### config.mk
export PLATFORM = sky130hd
export DESIGN_NAME = pdm_to_pcm_decimator
export DESIGN_NICKNAME = d
export VERILOG_FILES = /design/src/rtl/core/pdmdec_pkg.sv /design/src/rtl/core/pdmdec_cic.sv /design/src/rtl/core/pdmdec_fir.sv /design/src/rtl/core/pdm_to_pcm_decimator.sv
export VERILOG_INCLUDE_DIRS = /design/src /design/src/rtl/core
export SDC_FILE = /design/constraint.sdc
export NUM_CORES = 1
export LEC_CHECK = 0
export BUFFER_PORTS_ARGS = -buffer_cell sky130_fd_sc_hd__buf_2
export CAP_MARGIN = 5
export CORE_MARGIN = 2
export CORE_UTILIZATION = 40
export DETAILED_ROUTE_END_ITERATION = 10
export PLACE_DENSITY = 0.56
export SLEW_MARGIN = 15
export SYNTH_ARGS = -nofsm -noshare
export SYNTH_HDL_FRONTEND = slang
export SYNTH_SLANG_ARGS = --single-unit
### constraint.sdc
create_clock -name clock -period 8 [get_ports clock]
set_clock_uncertainty 0.05 [all_clocks]
set_input_delay 1.2 -clock clock [delete_from_list [all_inputs] [get_ports clock]]
set_output_delay 1.2 -clock clock [all_outputs]
set_load 0.1 [all_outputs]
### src/rtl/core/pdm_to_pcm_decimator_macros.svh
// Assertion macros for the PDM to PCM decimator.
// Used by the top level; relies on clock and reset being in scope.
`ifndef PDM_TO_PCM_DECIMATOR_MACROS_SVH
`define PDM_TO_PCM_DECIMATOR_MACROS_SVH

// same-cycle implication
`define PDMDEC_ASSERT_IMPLY(lbl, ante, cons, msg) \
   lbl: assert property (@(posedge clock) disable iff (reset) (ante) |-> (cons)) \
      else $error(msg);

// next-cycle implication
`define PDMDEC_ASSERT_NEXT(lbl, ante, cons, msg) \
   lbl: assert property (@(posedge clock) disable iff (reset) (ante) |=> (cons)) \
      else $error(msg);

`endif

### src/rtl/core/pdmdec_pkg.sv
// Shared constants, types and the FIR coefficient table of the decimator.
// No dependencies.
`default_nettype none

package pdmdec_pkg;

   localparam int ByteW      = 8;
   localparam int CntW       = 7;
   localparam int Decimation = 64;
   localparam int IntW       = 20;
   localparam int CombShift  = 3;
   localparam int SampW      = IntW - CombShift;
   localparam int Taps       = 16;
   localparam int TapIdxW    = 4;
   localparam int CoefW      = 14;
   localparam int ProdShift  = 15;
   localparam int ProdW      = SampW + CoefW;
   localparam int TermW      = ProdW - ProdShift;
   localparam int AccW       = 20;
   localparam int PcmW       = 16;

   localparam logic signed [AccW-1:0] PcmMax = AccW'(32767);
   localparam logic signed [AccW-1:0] PcmMin = -AccW'(32768);

   typedef struct packed {
      logic done;   // byte fully integrated
      logic hit;    // a decimation period closed on this byte
   } cic_status_type;

   typedef struct packed {
      logic busy;
      logic done;
   } fir_status_type;

   // Q15 low-pass taps, newest sample first
   function automatic logic signed [CoefW-1:0] fir_coef(input logic [TapIdxW-1:0] idx);
      logic signed [CoefW-1:0] c;
      case (idx)
         4'd0, 4'd15:  c = -CoefW'(150);
         4'd1, 4'd14:  c = -CoefW'(250);
         4'd2, 4'd13:  c = CoefW'(0);
         4'd3, 4'd12:  c = CoefW'(800);
         4'd4, 4'd11:  c = CoefW'(1900);
         4'd5, 4'd10:  c = CoefW'(3300);
         4'd6, 4'd9:   c = CoefW'(4800);
         4'd7, 4'd8:   c = CoefW'(5900);
         default:      c = CoefW'(0);
      endcase
      return c;
   endfunction

endpackage

`default_nettype wire

### src/rtl/core/pdmdec_cic.sv
// Bit-serial three-stage CIC decimator, one PDM bit per cycle, combs one stage a cycle.
// Depends on pdmdec_pkg.
`default_nettype none

module pdmdec_cic import pdmdec_pkg::*; (
   input  wire                      clock,
   input  wire                      reset,
   input  wire                      start,
   input  wire  [ByteW-1:0]         pdm_bits,
   output cic_status_type           status,
   output logic signed [SampW-1:0]  sample
);

   typedef enum logic [1:0] {CIC_IDLE, CIC_BITS, CIC_COMB} cic_state_type;

   localparam logic [CntW-1:0] DecCnt = CntW'(Decimation);

   cic_state_type          state_ff;
   logic [ByteW-1:0]       shift_ff;
   logic [2:0]             bit_idx_ff;
   logic [CntW-1:0]        count_ff;
   logic [IntW-1:0]        integ_ff [3];
   logic [IntW-1:0]        hist_ff [3];
   logic                   hit_ff;
   logic [IntW-1:0]        cap_ff;
   logic [1:0]             stage_ff;
   logic [IntW-1:0]        t_ff;
   logic                   done_ff;
   logic signed [SampW-1:0] sample_ff;

   logic [IntW-1:0] x_in, i0_in, i1_in, i2_in, diff_in;
   logic [CntW-1:0] cnt_in;
   logic            period_end;

   always_comb begin
      x_in       = shift_ff[ByteW-1] ? IntW'(1) : '1;
      i0_in      = integ_ff[0] + x_in;
      i1_in      = integ_ff[1] + i0_in;
      i2_in      = integ_ff[2] + i1_in;
      cnt_in     = count_ff + CntW'(1);
      period_end = (cnt_in >= DecCnt) || (cnt_in == '0);
      diff_in    = t_ff - hist_ff[stage_ff];
   end

   always_ff @(posedge clock) begin
      if (reset) begin
         state_ff   <= CIC_IDLE;
         bit_idx_ff <= '0;
         count_ff   <= '0;
         hit_ff     <= 1'b0;
         stage_ff   <= '0;
         done_ff    <= 1'b0;
         for (int i = 0; i < 3; i++) begin
            integ_ff[i] <= '0;
            hist_ff[i]  <= '0;
         end
      end else begin
         done_ff <= 1'b0;
         case (state_ff)
            CIC_IDLE: begin
               if (start) begin
                  bit_idx_ff <= '0;
                  hit_ff     <= 1'b0;
                  state_ff   <= CIC_BITS;
               end
            end
            CIC_BITS: begin
               integ_ff[0] <= i0_in;
               integ_ff[1] <= i1_in;
               integ_ff[2] <= i2_in;
               count_ff    <= period_end ? '0 : cnt_in;
               if (period_end) begin
                  hit_ff <= 1'b1;
               end
               bit_idx_ff <= bit_idx_ff + 3'd1;
               if (bit_idx_ff == 3'd7) begin
                  if (period_end || hit_ff) begin
                     stage_ff <= '0;
                     state_ff <= CIC_COMB;
                  end else begin
                     done_ff  <= 1'b1;
                     state_ff <= CIC_IDLE;
                  end
               end
            end
            CIC_COMB: begin
               hist_ff[stage_ff] <= t_ff;
               stage_ff          <= stage_ff + 2'd1;
               if (stage_ff == 2'd2) begin
                  done_ff  <= 1'b1;
                  state_ff <= CIC_IDLE;
               end
            end
            default: state_ff <= CIC_IDLE;
         endcase
      end
   end

   // payload
   always_ff @(posedge clock) begin
      if (state_ff == CIC_IDLE && start) begin
         shift_ff <= pdm_bits;
      end else if (state_ff == CIC_BITS) begin
         shift_ff <= {shift_ff[ByteW-2:0], 1'b0};
         if (period_end) begin
            cap_ff <= i2_in;
         end
         if (bit_idx_ff == 3'd7) begin
            t_ff <= period_end ? i2_in : cap_ff;
         end
      end else if (state_ff == CIC_COMB) begin
         t_ff <= diff_in;
         if (stage_ff == 2'd2) begin
            sample_ff <= $signed(diff_in[IntW-1:CombShift]);
         end
      end
   end

   assign status.done = done_ff;
   assign status.hit  = hit_ff;
   assign sample      = sample_ff;

endmodule

`default_nettype wire

### src/rtl/core/pdmdec_fir.sv
// 16-tap FIR over a ring held in a synchronous memory, one tap per cycle on a shared MAC.
// Depends on pdmdec_pkg.
`default_nettype none

module pdmdec_fir import pdmdec_pkg::*; (
   input  wire                       clock,
   input  wire                       reset,
   input  wire                       start,
   input  wire  signed [SampW-1:0]   sample_in,
   output fir_status_type            status,
   output logic signed [PcmW-1:0]    pcm_sample
);

   typedef enum logic [1:0] {FIR_IDLE, FIR_ISSUE, FIR_DRAIN, FIR_SAT} fir_state_type;

   logic signed [SampW-1:0] line_mem [Taps];
   logic [Taps-1:0]         valid_ff;

   fir_state_type           state_ff;
   logic [TapIdxW-1:0]      widx_ff;
   logic [TapIdxW-1:0]      tap_ff;
   logic                    rd_pend_ff;
   logic                    prod_pend_ff;
   logic                    rd_ok_ff;
   logic [TapIdxW-1:0]      coef_idx_ff;
   logic signed [SampW-1:0] rd_data_ff;
   logic signed [ProdW-1:0] prod_ff;
   logic signed [AccW-1:0]  acc_ff;
   logic signed [PcmW-1:0]  result_ff;
   logic                    done_ff;

   logic [TapIdxW-1:0]      rd_addr;
   logic                    wr_en;
   logic signed [SampW-1:0] tap_data;
   logic signed [ProdW-1:0] prod_in;
   logic signed [AccW-1:0]  term_in;

   always_comb begin
      rd_addr  = widx_ff - tap_ff;
      wr_en    = (state_ff == FIR_IDLE) && start;
      tap_data = rd_ok_ff ? rd_data_ff : '0;
      prod_in  = tap_data * fir_coef(coef_idx_ff);
      // floor of product / 2^15
      term_in  = {{(AccW-TermW){prod_ff[ProdW-1]}}, prod_ff[ProdW-1:ProdShift]};
   end

   // ring memory, one write and one read port
   always_ff @(posedge clock) begin
      if (wr_en) begin
         line_mem[widx_ff] <= sample_in;
      end
      rd_data_ff <= line_mem[rd_addr];
   end

   always_ff @(posedge clock) begin
      if (reset) begin
         state_ff     <= FIR_IDLE;
         valid_ff     <= '0;
         widx_ff      <= '0;
         tap_ff       <= '0;
         rd_pend_ff   <= 1'b0;
         prod_pend_ff <= 1'b0;
         done_ff      <= 1'b0;
      end else begin
         done_ff      <= 1'b0;
         rd_pend_ff   <= (state_ff == FIR_ISSUE);
         prod_pend_ff <= rd_pend_ff;
         case (state_ff)
            FIR_IDLE: begin
               if (start) begin
                  valid_ff[widx_ff] <= 1'b1;
                  tap_ff            <= '0;
                  state_ff          <= FIR_ISSUE;
               end
            end
            FIR_ISSUE: begin
               tap_ff <= tap_ff + TapIdxW'(1);
               if (tap_ff == TapIdxW'(Taps - 1)) begin
                  state_ff <= FIR_DRAIN;
               end
            end
            FIR_DRAIN: begin
               if (!rd_pend_ff && !prod_pend_ff) begin
                  state_ff <= FIR_SAT;
               end
            end
            FIR_SAT: begin
               widx_ff  <= widx_ff + TapIdxW'(1);
               done_ff  <= 1'b1;
               state_ff <= FIR_IDLE;
            end
            default: state_ff <= FIR_IDLE;
         endcase
      end
   end

   // datapath
   always_ff @(posedge clock) begin
      if (state_ff == FIR_ISSUE) begin
         rd_ok_ff    <= valid_ff[rd_addr];
         coef_idx_ff <= tap_ff;
      end
      if (rd_pend_ff) begin
         prod_ff <= prod_in;
      end
      if (wr_en) begin
         acc_ff <= '0;
      end else if (prod_pend_ff) begin
         acc_ff <= acc_ff + term_in;
      end
      if (state_ff == FIR_SAT) begin
         if (acc_ff > PcmMax) begin
            result_ff <= PcmW'(PcmMax);
         end else if (acc_ff < PcmMin) begin
            result_ff <= PcmW'(PcmMin);
         end else begin
            result_ff <= acc_ff[PcmW-1:0];
         end
      end
   end

   assign status.busy = (state_ff != FIR_IDLE);
   assign status.done = done_ff;
   assign pcm_sample  = result_ff;

endmodule

`default_nettype wire

### src/rtl/core/pdm_to_pcm_decimator.sv
// Top level of the PDM to PCM decimator: request control and output register.
// Depends on pdmdec_pkg, pdmdec_cic, pdmdec_fir and pdm_to_pcm_decimator_macros.svh.
`default_nettype none

// Each request carries one byte of PDM bits, used MSB first (1 = +1, 0 = -1). The bits run
// through a three-stage CIC integrator one bit per clock; after every 64 bits the three combs
// run one stage per clock and the result, shifted right by 3, enters a 16-tap Q15 FIR whose
// delay line sits in a 16-entry synchronous RAM. The FIR reads one tap per clock into a single
// shared multiplier and accumulator, then saturates to int16. A byte that does not close a
// decimation period runs the integrator steps and the hand-off back to idle before the next
// byte is taken; a byte that closes one also runs the three comb steps and the 16 FIR reads
// through the one RAM read port and the MAC pipeline. One PCM sample leaves per closed
// period; it waits in an output register, so further bytes are taken while the sample is
// still stalled. A second closed period holds its sample in the FIR and stalls the input
// until the output register drains.
// After reset the FIR delay line reads as zero; no clearing pass is needed.

module pdm_to_pcm_decimator import pdmdec_pkg::*; (
   input  wire                     clock,
   input  wire                     reset,
   input  wire                     req_valid,
   output logic                    req_stall,
   input  wire  [ByteW-1:0]        req_pdm_bits,
   output logic                    rsp_valid,
   input  wire                     rsp_stall,
   output logic signed [PcmW-1:0]  rsp_pcm_sample
);

`include "pdm_to_pcm_decimator_macros.svh"

   typedef enum logic [1:0] {TOP_IDLE, TOP_CIC, TOP_FIR, TOP_HOLD} top_state_type;

   top_state_type           state_ff;
   logic                    rsp_valid_ff;
   logic signed [PcmW-1:0]  rsp_sample_ff;

   cic_status_type          cic_status;
   fir_status_type          fir_status;
   logic signed [SampW-1:0] cic_sample;
   logic signed [PcmW-1:0]  fir_pcm;

   logic req_take;
   logic fir_start;
   logic out_load;

   // one request in flight; a new byte is taken only when the core is idle
   assign req_stall = (state_ff != TOP_IDLE);
   assign req_take  = req_valid && !req_stall;
   assign fir_start = (state_ff == TOP_CIC) && cic_status.done && cic_status.hit;
   // load a held FIR sample when the output register is empty or being drained this clock
   assign out_load  = (state_ff == TOP_HOLD) && (!rsp_valid_ff || !rsp_stall);

   pdmdec_cic u_cic (
      .clock    (clock),
      .reset    (reset),
      .start    (req_take),
      .pdm_bits (req_pdm_bits),
      .status   (cic_status),
      .sample   (cic_sample)
   );

   pdmdec_fir u_fir (
      .clock      (clock),
      .reset      (reset),
      .start      (fir_start),
      .sample_in  (cic_sample),
      .status     (fir_status),
      .pcm_sample (fir_pcm)
   );

   always_ff @(posedge clock) begin
      if (reset) begin
         state_ff     <= TOP_IDLE;
         rsp_valid_ff <= 1'b0;
      end else begin
         case (state_ff)
            TOP_IDLE: begin
               if (req_take) begin
                  state_ff <= TOP_CIC;
               end
            end
            TOP_CIC: begin
               if (cic_status.done) begin
                  state_ff <= cic_status.hit ? TOP_FIR : TOP_IDLE;
               end
            end
            TOP_FIR: begin
               if (fir_status.done) begin
                  state_ff <= TOP_HOLD;
               end
            end
            TOP_HOLD: begin
               if (out_load) begin
                  state_ff <= TOP_IDLE;
               end
            end
            default: state_ff <= TOP_IDLE;
         endcase

         if (out_load) begin
            rsp_valid_ff <= 1'b1;
         end else if (!rsp_stall) begin
            rsp_valid_ff <= 1'b0;
         end
      end
   end

   always_ff @(posedge clock) begin
      if (out_load) begin
         rsp_sample_ff <= fir_pcm;
      end
   end

   assign rsp_valid      = rsp_valid_ff;
   assign rsp_pcm_sample = rsp_sample_ff;

   `PDMDEC_ASSERT_NEXT(a_take_blocks, req_take, req_stall, "request taken but core not busy")
   `PDMDEC_ASSERT_IMPLY(a_fir_start_idle, fir_start, !fir_status.busy, "FIR started while busy")
   `PDMDEC_ASSERT_IMPLY(a_no_overwrite, out_load, !(rsp_valid_ff && rsp_stall), "output lost")

endmodule

`default_nettype wire
## After elaboration in Yosys (flattened, before gate mapping)

Memories as Yosys holds them, arrays and structs flattened. A register that Yosys moved wholly into a read port is not among the register bits.
Index checks and enable logic that the tools add are counted.

- Add/subtract/negate cells: 11
- $mul: 1
- Magnitude comparators: 6
- Eq/ne operators: 24
- Muxes and demuxes: 64
- Bitwise gates (word level): 6
- Reduce and logical (&&, ||, !) cells: 37

Operators by type and width:

| kind | number |
|---|---|
| 20-bit two-way mux | 9 |
| 20-bit adder | 3 |
| 2-bit two-way mux | 16 |
| 17-bit by 14-bit multiplier with 31-bit output | 1 |
| 2-bit by 1-bit inequality test with 1-bit output, second input constant | 11 |
| 1-bit two-way mux | 21 |
| 20-bit by 16-bit adder with 20-bit output | 1 |
| 20-bit by 16-bit > comparator with 1-bit output, second input constant | 1 |
| 20-bit by 16-bit < comparator with 1-bit output, second input constant | 1 |
| 20-bit OR reduction | 1 |
| 20-bit subtractor | 1 |
| 17-bit two-way mux | 1 |
| 16-bit two-way mux | 1 |
| 8-bit two-way mux | 2 |
| 16-bit bitwise OR | 1 |
| 2-bit one-hot mux with 4 select lines | 2 |
| 3-bit AND reduction | 5 |
| 2-bit equality test, second input constant | 6 |
| 4-bit by 5-bit < comparator with 1-bit output, second input constant | 2 |
| 2-bit nonzero test | 5 |
| 4-bit by 1-bit adder with 4-bit output, second input constant | 2 |
| 1-bit logical AND | 8 |
| 4-bit two-way mux | 2 |
| 4-bit one-hot mux with 2 select lines | 1 |
| 26 further kinds | 45 |

- Register bits after elaboration: 201
- Memory bits (writable): 392
- ROM bits: 192
- Input port bits: 12
- Output and inout bits: 18
- Word-level logic and storage cells: 178
- Memories kept: 4

Memories:

| memory | depth | width | read ports | clocked after Yosys merged registers in | wr ports | RTL line | text |
|---|---|---|---|---|---|---|---|
| u_fir.line_mem | 16 | 17 | 1 | 1 | 1 | pdmdec_fir.sv:16 | `logic signed [SampW-1:0] line_mem [Taps];` |
| (name not given) | 16 | 12 | 1 | 1 | 0 | pdmdec_pkg.sv:38 | `case (idx)` |
| u_cic.hist_ff | 3 | 20 | 1 | 1 | 3 | pdmdec_cic.sv:23 | `logic [IntW-1:0] hist_ff [3];` |
| u_cic.integ_ff | 3 | 20 | 3 | 0 | 3 | pdmdec_cic.sv:22 | `logic [IntW-1:0] integ_ff [3];` |

## Logic depth before layout (Yosys ltp)

Gate-level depths: netlist of run 1.

- Depth after elaboration: 9
- Mapped depth: 28
- Mapped depth without buffers: 28

## Cells and area by module

Synthesis of run 1 repeated with hierarchy kept, for this count alone.

- Cells, all modules: 2913
- Area, all modules: 36209.7 µm²

Modules (own cells, without submodules):

| module | instances | cells each | area an instance (µm²) | seq. area each (µm²) |
|---|---|---|---|---|
| pdmdec_fir | 1 | 1767 | 22960.8 | 10820.4 |
| pdmdec_cic | 1 | 1112 | 12619.6 | 6516.2 |
| pdm_to_pcm_decimator | 1 | 34 | 629.4 | 540.5 |

## Worst setup path after synthesis of run 1

OpenSTA, ideal clock, no wires.

- Path type: register to register
- From: register u_fir.rd_ok_ff
- To: register u_fir.prod_ff[30] (data pin)
- Setup time: 0.260 ns
- Arrival: 5.756 ns
- Setup slack: 1.934 ns
- Cell stages (with the launch flop): 22
- Buffers on the path: 2
- Clock period less this slack: 6.066 ns
- Cell sequence: edfxtp_1 clkbuf_1 and2_1 clkbuf_1 nand2_1 fa_1 fa_1 inv_1 fa_1 fa_1 fa_1 fa_1 ha_1 o2111ai_1 a21oi_1 a221oi_2 a211oi_1 o31a_1 nor3_1 o21bai_1 a21oi_1 xnor2_1

- Longest elaborated chain between the ends: 2

RTL lines:

| item | RTL line | text |
|---|---|---|
| from (decl) | pdmdec_fir.sv:24 | `logic rd_ok_ff;` |
| from (signal assigned) | pdmdec_fir.sv:100 | `rd_ok_ff <= valid_ff[rd_addr];` |
| 17-bit two-way mux | pdmdec_fir.sv:41 | `tap_data = rd_ok_ff ? rd_data_ff : '0;` |
| 17-bit by 14-bit multiplier with 31-bit output | pdmdec_fir.sv:42 | `prod_in = tap_data * fir_coef(coef_idx_ff);` |
| net u_fir.prod_in[30] | pdmdec_fir.sv:35 | `logic signed [ProdW-1:0] prod_in;` |
| to (signal assigned) | pdmdec_fir.sv:104 | `prod_ff <= prod_in;` |
| to (decl) | pdmdec_fir.sv:27 | `logic signed [ProdW-1:0] prod_ff;` |

The timed path passes the listed nets, and every way through them passes these cells.
A chain may end at the register's enable or synchronous reset.

## Final worst setup path of run 1

Ends and elaborated chain as after synthesis.

==> results of run 1 <==
[area by class of cell]
type,count,area (µm²),share of cell area
sequential,628,17900,0.447
multi-input combinational,1868,16800,0.421
clock buffer,90,1900,0.0475
tap,1176,1470,0.0368
inverter,298,1120,0.0280
timing repair buffer,69,445,0.0111
clock inverter,37,327,0.00817
[worst paths after layout]
path                  endpoint  slack (ns)           startpoint  cells after the start
max          u_fir.prod_ff[30]        0.79       u_fir.rd_ok_ff                     19
max reg2reg  u_fir.prod_ff[30]        0.79       u_fir.rd_ok_ff                     19
min reg2reg  rsp_pcm_sample[1]        0.37  u_fir.pcm_sample[1]                      0
min          rsp_pcm_sample[1]        0.37  u_fir.pcm_sample[1]                      0
[per-layer routing]
metal / track usage / vias up / part of all wire
met4: 0.0517 / 0 / 0.026
met2: 0.292 / 420 / 0.49
met5: 0 / - / 0
li1: - / 10300 / -
met3: 0.0228 / 120 / 0.036
met1: 0.232 / 11200 / 0.45
[stage by stage]
| stage | std cells | instance area (µm²) | setup WS, ns | hold slack [ns] | util |
|---|---|---|---|---|---|
| after floorplan | 2913 | 36200 | 1.93 | 0.350 | - |
| after global routing | 4166 | 40000 | 0.347 | 0.375 | 0.445 |
| after global placement | 4039 | 37700 | 0.998 | 0.355 | 0.420 |
| after CTS | 4166 | 39900 | 0.831 | 0.369 | 0.445 |
| after detailed placement | 4039 | 37700 | 0.827 | 0.355 | 0.420 |
| final | 4166 | 40000 | 0.792 | 0.368 | 0.445 |
[kinds of logic after synthesis]
family / synth area share
AND/OR/NAND/NOR: 0.110
flip-flops: 0.494
buffers and inverters: 0.0436
adder cells (fa/ha/maj): 0.182
AO/OA/AOI/OAI: 0.0676
multiplexers: 0.0753
XOR/XNOR: 0.0271
[worst max-delay path: stages, from the launching register on]
cell,delay [ns]
edfxtp_1,0.98
and2_1,0.42
nand2_1,0.15
fa_1,0.61
inv_1,0.06
fa_1,0.56
fa_1,0.43
fa_1,0.47
fa_1,0.52
fa_1,0.42
ha_1,0.30
o2111ai_1,0.12
a21oi_1,0.08
a221oi_2,0.61
a211oi_1,0.23
o31a_1,0.40
nor3_1,0.17
o21bai_1,0.13
a21oi_1,0.18
xnor2_1,0.08
[power groups by stage]
stage                     Combinational (mW)  Sequential (mW)  Clock, mW
after detailed placement                8.00             4.34          0
after global routing                    9.15             4.30       3.31
after floorplan                         6.33             4.19          0
final                                   7.97             4.27       3.11
after global placement                  7.87             4.33          0
after CTS                               8.08             4.27       3.19
[cells in the mapped netlist, types with 8 or more instances]
library cell / instances / area share
inv_1: 298 / 0.031
and3_1: 153 / 0.026
o21bai_1: 13 / 0.0027
edfxtp_1: 530 / 0.44
nand4_1: 8 / 0.0014
a31oi_1: 11 / 0.0019
nor2_1: 213 / 0.022
a21o_1: 33 / 0.0069
o21ai_0: 66 / 0.0091
buf_1: 8 / 0.00083
nand3_1: 22 / 0.0030
dfxtp_1: 98 / 0.054
a211oi_1: 39 / 0.0081
clkbuf_1: 103 / 0.011
nor3_1: 38 / 0.0053
mux4_2: 92 / 0.057
a21oi_1: 102 / 0.014
fa_1: 192 / 0.11
xnor2_1: 80 / 0.019
nand2b_1: 23 / 0.0040
xor2_1: 30 / 0.0073
mux2i_1: 46 / 0.013
ha_1: 219 / 0.076
o21ai_1: 9 / 0.0012
or2_2: 8 / 0.0014
buf_2: 8 / 0.0011
nand2_1: 235 / 0.024
nor2b_1: 33 / 0.0057
o21a_1: 29 / 0.0060
and2_1: 72 / 0.012
mux2_2: 17 / 0.0053
[cells in the final DEF (no fill, tap or decap), types with 92 or more instances in the layout]
cell type / Yosys / routed
edfxtp_1: 530 / 530
dfxtp_1: 98 / 98
a21oi_1: 102 / 102
nand2_1: 235 / 235
fa_1: 192 / 191
ha_1: 219 / 216
inv_1: 298 / 298
mux4_2: 92 / 92
nor2_1: 213 / 199
and3_1: 153 / 153
[state kept, by name, indices dropped and copies added, names as in the netlist, 7 cells and up, named ones only]
name / count
rsp_pcm_sample: 16
u_cic.cap_ff: 20
u_cic.count_ff: 7
u_cic.hist_ff: 80
u_cic.integ_ff: 60
u_cic.sample: 17
u_cic.shift_ff: 8
u_cic.t_ff: 20
u_fir.acc_ff: 20
u_fir.line_mem: 272
u_fir.pcm_sample: 16
u_fir.prod_ff: 16
u_fir.rd_data_ff: 17
u_fir.valid_ff: 16
==> results by group, run 1 <==
Final layout
  – Fraction of layout cells with a size suffix above 1: 0.110
  – Antenna Cells: 0
  – Filler cell count: roughly 8.2k
  – Nets: 3357
  – Area Overhead vs Synth: 10.5%

Power and ir drop
  – Tot Pwr: 15.4 mW
  – PD cells: between 300 and 400 mW/mm²
  – Internal power: between 9 and 10 mW
  – P_sw: 6.02 mW
  – Gate power share: 0.519
  – Register share of total power: 0.278
  – Maximum vdd drop: ~0.00045 V
  – Clock power share: 0.203
  – Sw frac: 0.392
  – Leak: between 15 and 20 nW

STA
  – Final Hold Viols: 0
  – Fmax: 139 MHz
  – Setup TNS: 0 ns
  – Fin crit period: between 7 and 8 ns
  – Period utilization: 0.901
  – Slew margin rel.: 0.232
  – Unrepaired setup endpoints after global routing: no
  – Pins over their slew limit: 0
  – # setup viols final: 0
  – Worst-Margin Slew: 1.15 ns

Yosys
  – Gate Count Post-Synth: 2913
  – Number of synthesized register bits: about 630
  – FFs w/ async S/R, synth: 0
  – Syn Nets: 3336
  – Number of synthesized flops with an enable pin: 530
  – Area of the mapped netlist: roughly 0.036 mm²
  – Synth unique cells: 73
  – Ys Warns: 0
  – Synth Area per Inst: 12.4 µm²
  – Sequential area share after synthesis: 0.494
  – Main synth FF type: edfxtp_1

Clock tree
  – H-Tree Depth: 3
  – CTS buffer count: 69
  – Worst-Skew Late Latency: between 0.6 and 0.7 ns
  – CTS clock-pin slew for the worst setup and hold paths: ~0.060 ns
  – CTS tree: done
  – Cts hold-fix bufs: 0
  – Root Buffer: clkbuf_16
  – Clk buf depth: 3
  – Post-CTS Setup Inserts: 0
  – Clock sinks: 628
  – Post-CTS sizing: 0

Route
  – Drc violations: 0
  – Post-Route WL: about 80 mm
  – 1st-pass router iterations: 5
  – Detailed Route Iter0 Violations: roughly 1.5k
  – Via density: ~5.3
  – Via count: 22.0k
  – Final ANT Viol Nets: 0
  – Wire per inst: 19.2 µm

Worst setup path
  – Nature of the critical path startpoint: register
  – Critical path class: register to register
  – Critical path fanouts, max: 37
  – Critical path capture point type: register
  – Arr. time, crit path: 7.51 ns
  – Worst EP required: 8.30 ns

Die
  – Row count: 110
  – Die height: 305 µm
  – Starting Density: 0.403
  – Die area: 0.0928 mm²
  – Core Area: between 0.08 and 0.09 mm²
  – DIE WIDTH: about 300 µm
  – IO Count: 30

Placed design
  – Post-DP HPWL: between 50 and 60 mm
  – Port bufs: 29
  – Final GP Congestion: roughly 0.88

Global route
  – Total congestion overflow: 0
  – Antenna violations before repair: 0
  – Pin count of the biggest net entering global routing: 62
  – Vias in the first global route: 22.9k
  – GRT Overall Usage: 0.173
  – Global-route wire length before repair: 127 mm

Hold path
  – Worst Hold Class: register to register

Job
  – Max cap viols: 0

Run status
  – Status: complete, no violations
Note: power is estimated with default switching activity, not from simulation.
==> run 2, diff against run 1 <==
--- a/config.mk
+++ b/config.mk
@@ -11,7 +11,6 @@
 export CORE_MARGIN = 2
 export CORE_UTILIZATION = 40
 export DETAILED_ROUTE_END_ITERATION = 10
-export PLACE_DENSITY = 0.56
 export SLEW_MARGIN = 15
 export SYNTH_ARGS = -nofsm -noshare
 export SYNTH_HDL_FRONTEND = slang
==> run 2 against run 1 <==
Effect of this change:
- design area did not move
- final cell count barely moved
- core utilization did not move
- sequential power barely moved
- hold slack got worse by 0.0056 ns
- largest cell class unchanged
- via count rose by 0.48%
- fmax rose by 0.42%
==> results by group, run 2 (synthesis results as in run 1) <==
STA
  – Final Hold Viols: 0 (unchanged)
  – Unrepaired setup endpoints after global routing: no (unchanged)
  – Period utilization: 0.897 (was 0.901)
  – Pins over their slew limit: 0 (unchanged)
  – Setup TNS: 0 ns (unchanged)
  – Hold WS: 0.363 ns (was 0.368 ns)
  – Fin crit period: 7.18 ns (was 7.21 ns)
  – # setup viols final: 0 (unchanged)
  – Worst-Margin Slew: 1.17 ns (was 1.15 ns)
  – Fmax: 139 MHz (about the same)
  – Slew margin rel.: 0.218 (was 0.232)

Hold path
  – Worst Hold Class: register to register (unchanged)

Die
  – IO Count: 30 (unchanged)
  – DIE WIDTH: 305 µm (unchanged)
  – Row count: 110 (unchanged)
  – Die area: 0.0928 mm² (unchanged)
  – Starting Density: 0.403 (unchanged)
  – Die height: 305 µm (unchanged)
  – Core Area: 0.0897 mm² (unchanged)

Clock tree
  – Clock sinks: 628 (unchanged)
  – CTS clock-pin slew for the worst setup and hold paths: 0.07 ns (was 0.06 ns)
  – Post-CTS sizing: 0 (unchanged)
  – CTS tree: done (unchanged)
  – CTS buffer count: 66 (was 69)
  – Post-CTS Setup Inserts: 0 (unchanged)
  – Worst-Skew Late Latency: 0.63 ns (was 0.61 ns)
  – Clk buf depth: 3 (unchanged)
  – H-Tree Depth: 3 (unchanged)
  – Cts hold-fix bufs: 0 (unchanged)
  – Root Buffer: clkbuf_16 (unchanged)

Worst setup path
  – Worst EP required: 8.31 ns (was 8.30 ns)
  – Critical path capture point type: register (unchanged)
  – Nature of the critical path startpoint: register (unchanged)
  – Critical path class: register to register (unchanged)
  – Arr. time, crit path: 7.49 ns (was 7.51 ns)
  – Critical path fanouts, max: 70 (was 37)

Final layout
  – Reg with most FFs: u_fir.line_mem (unchanged)
  – Most common cell after layout, fill and taps aside: edfxtp_1 (unchanged)
  – Area Overhead vs Synth: 10.5% (unchanged)
  – Antenna Cells: 0 (unchanged)
  – Filler cell count: 8166 (was 8249)
  – Nets: 3355 (was 3357)
  – Top Registers: u_fir.line_mem x272, u_cic.hist_ff x80, u_cic.integ_ff x60 (unchanged)
  – Fraction of layout cells with a size suffix above 1: 0.111 (was 0.110)
  – Commonest cells after routing, fill and taps aside: 530 x edfxtp_1, 298 x inv_1, 235 x nand2_1, 217 x ha_1, 198 x nor2_1 (was 530 x edfxtp_1, 298 x inv_1, 235 x nand2_1, 216 x ha_1, 199 x nor2_1)
  – Largest register FFs: 272 (unchanged)

Placed design
  – Post-DP HPWL: 53.8 mm (was 54.5 mm)
  – Port bufs: 29 (unchanged)
  – Final GP Congestion: 0.881 (was 0.880)

Job
  – Max cap viols: 0 (unchanged)

Route
  – Wire per inst: 18.7 µm (was 19.2 µm)
  – Via count: 22.2k (was 22.0k)
  – Final ANT Viol Nets: 0 (unchanged)
  – 1st-pass router iterations: 5 (unchanged)
  – Detailed Route Iter0 Violations: 1504 (was 1464)
  – Drc violations: 0 (unchanged)
  – Post-Route WL: 78.0 mm (was 79.8 mm)
  – Via density: 5.32 (was 5.29)

Global route
  – GRT Overall Usage: 0.169 (was 0.173)
  – Total congestion overflow: 0 (unchanged)
  – Antenna violations before repair: 4 (was 0)
  – Global-route wire length before repair: 125 mm (was 127 mm)
  – Vias in the first global route: 23.0k (was 22.9k)
  – Pin count of the biggest net entering global routing: 71 (was 62)

Power and ir drop
  – PD cells: 383 mW/mm² (was 384 mW/mm²)
  – Maximum vdd drop: 0.000558 V (was 0.000455 V)
  – Leak: 16.2 nW (about the same)

Run status
  – Status: complete, no violations (unchanged)
run 2: worst max-delay path: stages (launching register included):
cell and delay [ns]:
edfxtp_1 0.75, buf_4 0.54, and2_1 0.35, nand2_1 0.13
inv_1 0.18, fa_1 0.55, fa_1 0.54, inv_1 0.05
fa_1 0.52, inv_1 0.05, fa_1 0.47, inv_1 0.05
fa_1 0.48, inv_1 0.04, ha_1 0.27, ha_1 0.33
nand4_1 0.12, nor2_1 0.20, nand2_1 0.08, a211oi_1 0.34
o31a_1 0.26, nor3_1 0.07, o21bai_1 0.22, a21oi_1 0.12
xnor2_1 0.13
run 2: through the flow:
| step | cell area (µm²) | worst slack [ns] | power, mW | instances | util |
|---|---|---|---|---|---|
| floorplan | 36200 | 1.93 | 10.5 | 2913 | - |
| global placement | 37700 | 1.11 | 12.1 | 4040 | 0.421 |
| detailed placement | 37700 | 0.895 | 12.3 | 4040 | 0.421 |
| CTS | 39900 | 0.859 | 15.5 | 4162 | 0.445 |
| global route | 40000 | 0.251 | 16.7 | 4162 | 0.445 |
| finish | 40000 | 0.822 | 15.3 | 4162 | 0.445 |
run 2: where the power goes:
part / internal, mW / total (mW) / switching, mW
combinational: 3.52 / 7.95 / 4.43
sequential: 4.03 / 4.26 / 0.221
clock: 1.75 / 3.11 / 1.35
run 2: final cells by class:
type,count,area (µm²),area share
timing repair buffer,70,453,0.0113
sequential,628,17900,0.447
inverter,298,1120,0.0280
multi-input combinational,1868,16800,0.421
clock inverter,43,457,0.0114
tap,1176,1470,0.0368
clock buffer,79,1750,0.0438
run 2: metal layers:
layer	GRT usage	vias to the layer above	routed length [µm]
li1	-	10300	-
met1	0.219	11200	33700
met2	0.291	468	38900
met3	0.0242	132	3220
met4	0.0562	0	2170
met5	0	-	0
run 2: final timing paths:
| kind | slack [ns] | cells after the start | start | to |
|---|---|---|---|---|
| setup / recovery | 0.82 | 24 | u_fir.rd_ok_ff | u_fir.prod_ff[30] |
| hold / removal | 0.36 | 0 | u_fir.pcm_sample[12] | rsp_pcm_sample[12] |
| setup reg to reg | 0.82 | 24 | u_fir.rd_ok_ff | u_fir.prod_ff[30] |
| hold reg to reg | 0.36 | 0 | u_fir.pcm_sample[12] | rsp_pcm_sample[12] |
==> run 3, diff against run 2 <==
--- a/config.mk
+++ b/config.mk
@@ -6,7 +6,7 @@
 export SDC_FILE = /design/constraint.sdc
 export NUM_CORES = 1
 export LEC_CHECK = 0
-export BUFFER_PORTS_ARGS = -buffer_cell sky130_fd_sc_hd__buf_2
+export BUFFER_PORTS_ARGS = -buffer_cell sky130_fd_sc_hd__clkbuf_2
 export CAP_MARGIN = 5
 export CORE_MARGIN = 2
 export CORE_UTILIZATION = 40
==> run 3 against run 2 <==
Effect of this change:
- final cell count about the same
- highest routed layer unchanged
- critical path type unchanged
- hold slack got worse by 0.016 ns
- global-route usage up 0.10 points
- sequential power hardly changed
- sequential share of layout area about the same
- first-iteration DRC count is 2.6% lower
==> results by group, run 3 (synthesis results as in run 1) <==
Power and ir drop
  – Leak: 16.3 nW (was 16.2 nW)
  – Maximum vdd drop: 0.000458 V (was 0.000558 V)
  – Tot Pwr: 15.4 mW (was 15.3 mW)
  – PD cells: 384 mW/mm² (was 383 mW/mm²)

Worst setup path
  – Arr. time, crit path: 7.55 ns (was 7.49 ns)
  – Worst EP required: 8.31 ns (about the same)
  – Critical path fanouts, max: 67 (was 70)
  – Critical path class: register to register (unchanged)
  – Critical path capture point type: register (unchanged)
  – Nature of the critical path startpoint: register (unchanged)

Clock tree
  – Clock sinks: 628 (unchanged)
  – H-Tree Depth: 3 (unchanged)
  – CTS tree: done (unchanged)
  – Cts hold-fix bufs: 0 (unchanged)
  – Worst-Skew Late Latency: 0.63 ns (about the same)
  – Root Buffer: clkbuf_16 (unchanged)
  – Post-CTS sizing: 0 (unchanged)
  – CTS clock-pin slew for the worst setup and hold paths: 0.06 ns (was 0.07 ns)
  – CTS buffer count: 67 (was 66)
  – Clk buf depth: 3 (unchanged)
  – Post-CTS Setup Inserts: 0 (unchanged)

Job
  – Max cap viols: 0 (unchanged)

STA
  – Fin crit period: 7.24 ns (was 7.18 ns)
  – Period utilization: 0.905 (was 0.897)
  – Worst-Margin Slew: 1.17 ns (about the same)
  – Unrepaired setup endpoints after global routing: no (unchanged)
  – Fmax: 138 MHz (was 139 MHz)
  – Setup TNS: 0 ns (unchanged)
  – # setup viols final: 0 (unchanged)
  – Slew margin rel.: 0.220 (was 0.218)
  – Final Hold Viols: 0 (unchanged)
  – Pins over their slew limit: 0 (unchanged)

Die
  – Die height: 305 µm (unchanged)
  – Starting Density: 0.403 (unchanged)
  – Core Area: 0.0897 mm² (unchanged)
  – DIE WIDTH: 305 µm (unchanged)
  – IO Count: 30 (unchanged)
  – Die area: 0.0928 mm² (unchanged)
  – Row count: 110 (unchanged)

Global route
  – Antenna violations before repair: 1 (was 4)
  – GRT Overall Usage: 0.170 (was 0.169)
  – Total congestion overflow: 0 (unchanged)
  – Vias in the first global route: 23.1k (was 23.0k)
  – Global-route wire length before repair: 126 mm (was 125 mm)
  – Pin count of the biggest net entering global routing: 68 (was 71)

Route
  – Wire per inst: 18.8 µm (was 18.7 µm)
  – Detailed Route Iter0 Violations: 1465 (was 1504)
  – Final ANT Viol Nets: 0 (unchanged)
  – 1st-pass router iterations: 6 (was 5)
  – Via count: 22.0k (was 22.2k)
  – Post-Route WL: 78.4 mm (was 78.0 mm)
  – Drc violations: 0 (unchanged)
  – Via density: 5.29 (was 5.32)

Final layout
  – Sequential cell area: 0.0179 mm² (unchanged)
  – Filler cell count: 8176 (was 8166)
  – Commonest cells after routing, fill and taps aside: 530 x edfxtp_1, 298 x inv_1, 235 x nand2_1, 216 x ha_1, 199 x nor2_1 (was 530 x edfxtp_1, 298 x inv_1, 235 x nand2_1, 217 x ha_1, 198 x nor2_1)
  – Most common cell after layout, fill and taps aside: edfxtp_1 (unchanged)
  – Fraction of layout cells with a size suffix above 1: 0.113 (was 0.111)
  – Multi-input logic area: 0.0168 mm² (about the same)
  – Area Overhead vs Synth: 10.6% (was 10.5%)
  – Reg with most FFs: u_fir.line_mem (unchanged)
  – Nets: 3356 (was 3355)
  – Largest register FFs: 272 (unchanged)
  – Top Registers: u_fir.line_mem x272, u_cic.hist_ff x80, u_cic.integ_ff x60 (unchanged)

Placed design
  – Port bufs: 29 (unchanged)
  – Final GP Congestion: 0.884 (was 0.881)
  – Post-DP HPWL: 54.5 mm (was 53.8 mm)

Run status
  – Status: complete, no violations (unchanged)

Hold path
  – Worst Hold Class: register to register (unchanged)
==> run 3: changes by cell type in the layout (fill, tap and decap cells not counted), moves of 2 or more <==
cell and change:
clkinv_1 -6, clkinv_2 +4, buf_2 -29, inv_16 +2
clkinv_16 -2, clkbuf_8 -2, bufinv_16 +2, clkbuf_2 +29
clkinv_8 -3, clkbuf_16 +2
==> run 3: metrics by stage <==
step / cell area, µm² / worst slack [ns] / utilization / hold slack (ns) / cells
after CTS: 40000 / 0.814 / 0.446 / 0.349 / 4163
final: 40000 / 0.759 / 0.446 / 0.347 / 4164
after global routing: 40000 / 0.249 / 0.446 / 0.356 / 4164
after detailed placement: 37700 / 0.813 / 0.421 / 0.355 / 4040
after floorplan: 36200 / 1.93 / - / 0.350 / 2913
after global placement: 37700 / 1.06 / 0.421 / 0.352 / 4040
==> run 3: report_power, final <==
group,total (mW),switching [mW],internal [mW]
sequential,4.26,0.223,4.03
clock,3.17,1.33,1.84
combinational,7.95,4.42,3.52
==> run 3: critical path: stages, from the launching register on <==
cell and delay, ns:
edfxtp_1 0.81, buf_4 0.54, and2_1 0.35, nand2_1 0.13, inv_1 0.17, fa_1 0.54
fa_1 0.53, inv_1 0.05, fa_1 0.53, inv_1 0.06, fa_1 0.49, inv_1 0.05
fa_1 0.48, inv_1 0.04, ha_1 0.27, ha_1 0.33, nand4_1 0.12, nor2_1 0.17
nand2_1 0.08, a211oi_1 0.36, o31a_1 0.27, nor3_1 0.06, o21bai_1 0.22, a21oi_1 0.12
xnor2_1 0.13
==> run 3: cell type report <==
type                            count  share of cell area
Tap cell                         1176              0.0368
Sequential cell                   628               0.447
Inverter                          298              0.0280
Clock buffer                       80              0.0444
Multi-Input combinational cell   1868               0.421
Clock inverter                     43              0.0117
Timing Repair Buffer               70              0.0113
Antenna cell                        1           0.0000626
==> run 3: layer usage <==
metal / track usage / share of wire
met3: 0.0254 / 0.042
met2: 0.294 / 0.50
met1: 0.221 / 0.43
met5: 0 / 0
met4: 0.0492 / 0.023
==> run 3: path summary, 6_finish.rpt <==
check / depth (start not counted) / slack [ns] / endpoint / startpoint
max: 24 / 0.76 / u_fir.prod_ff[30] / u_fir.rd_ok_ff
min reg2reg: 0 / 0.35 / rsp_pcm_sample[15] / u_fir.pcm_sample[15]
max reg2reg: 24 / 0.76 / u_fir.prod_ff[30] / u_fir.rd_ok_ff
min: 0 / 0.35 / rsp_pcm_sample[15] / u_fir.pcm_sample[15]
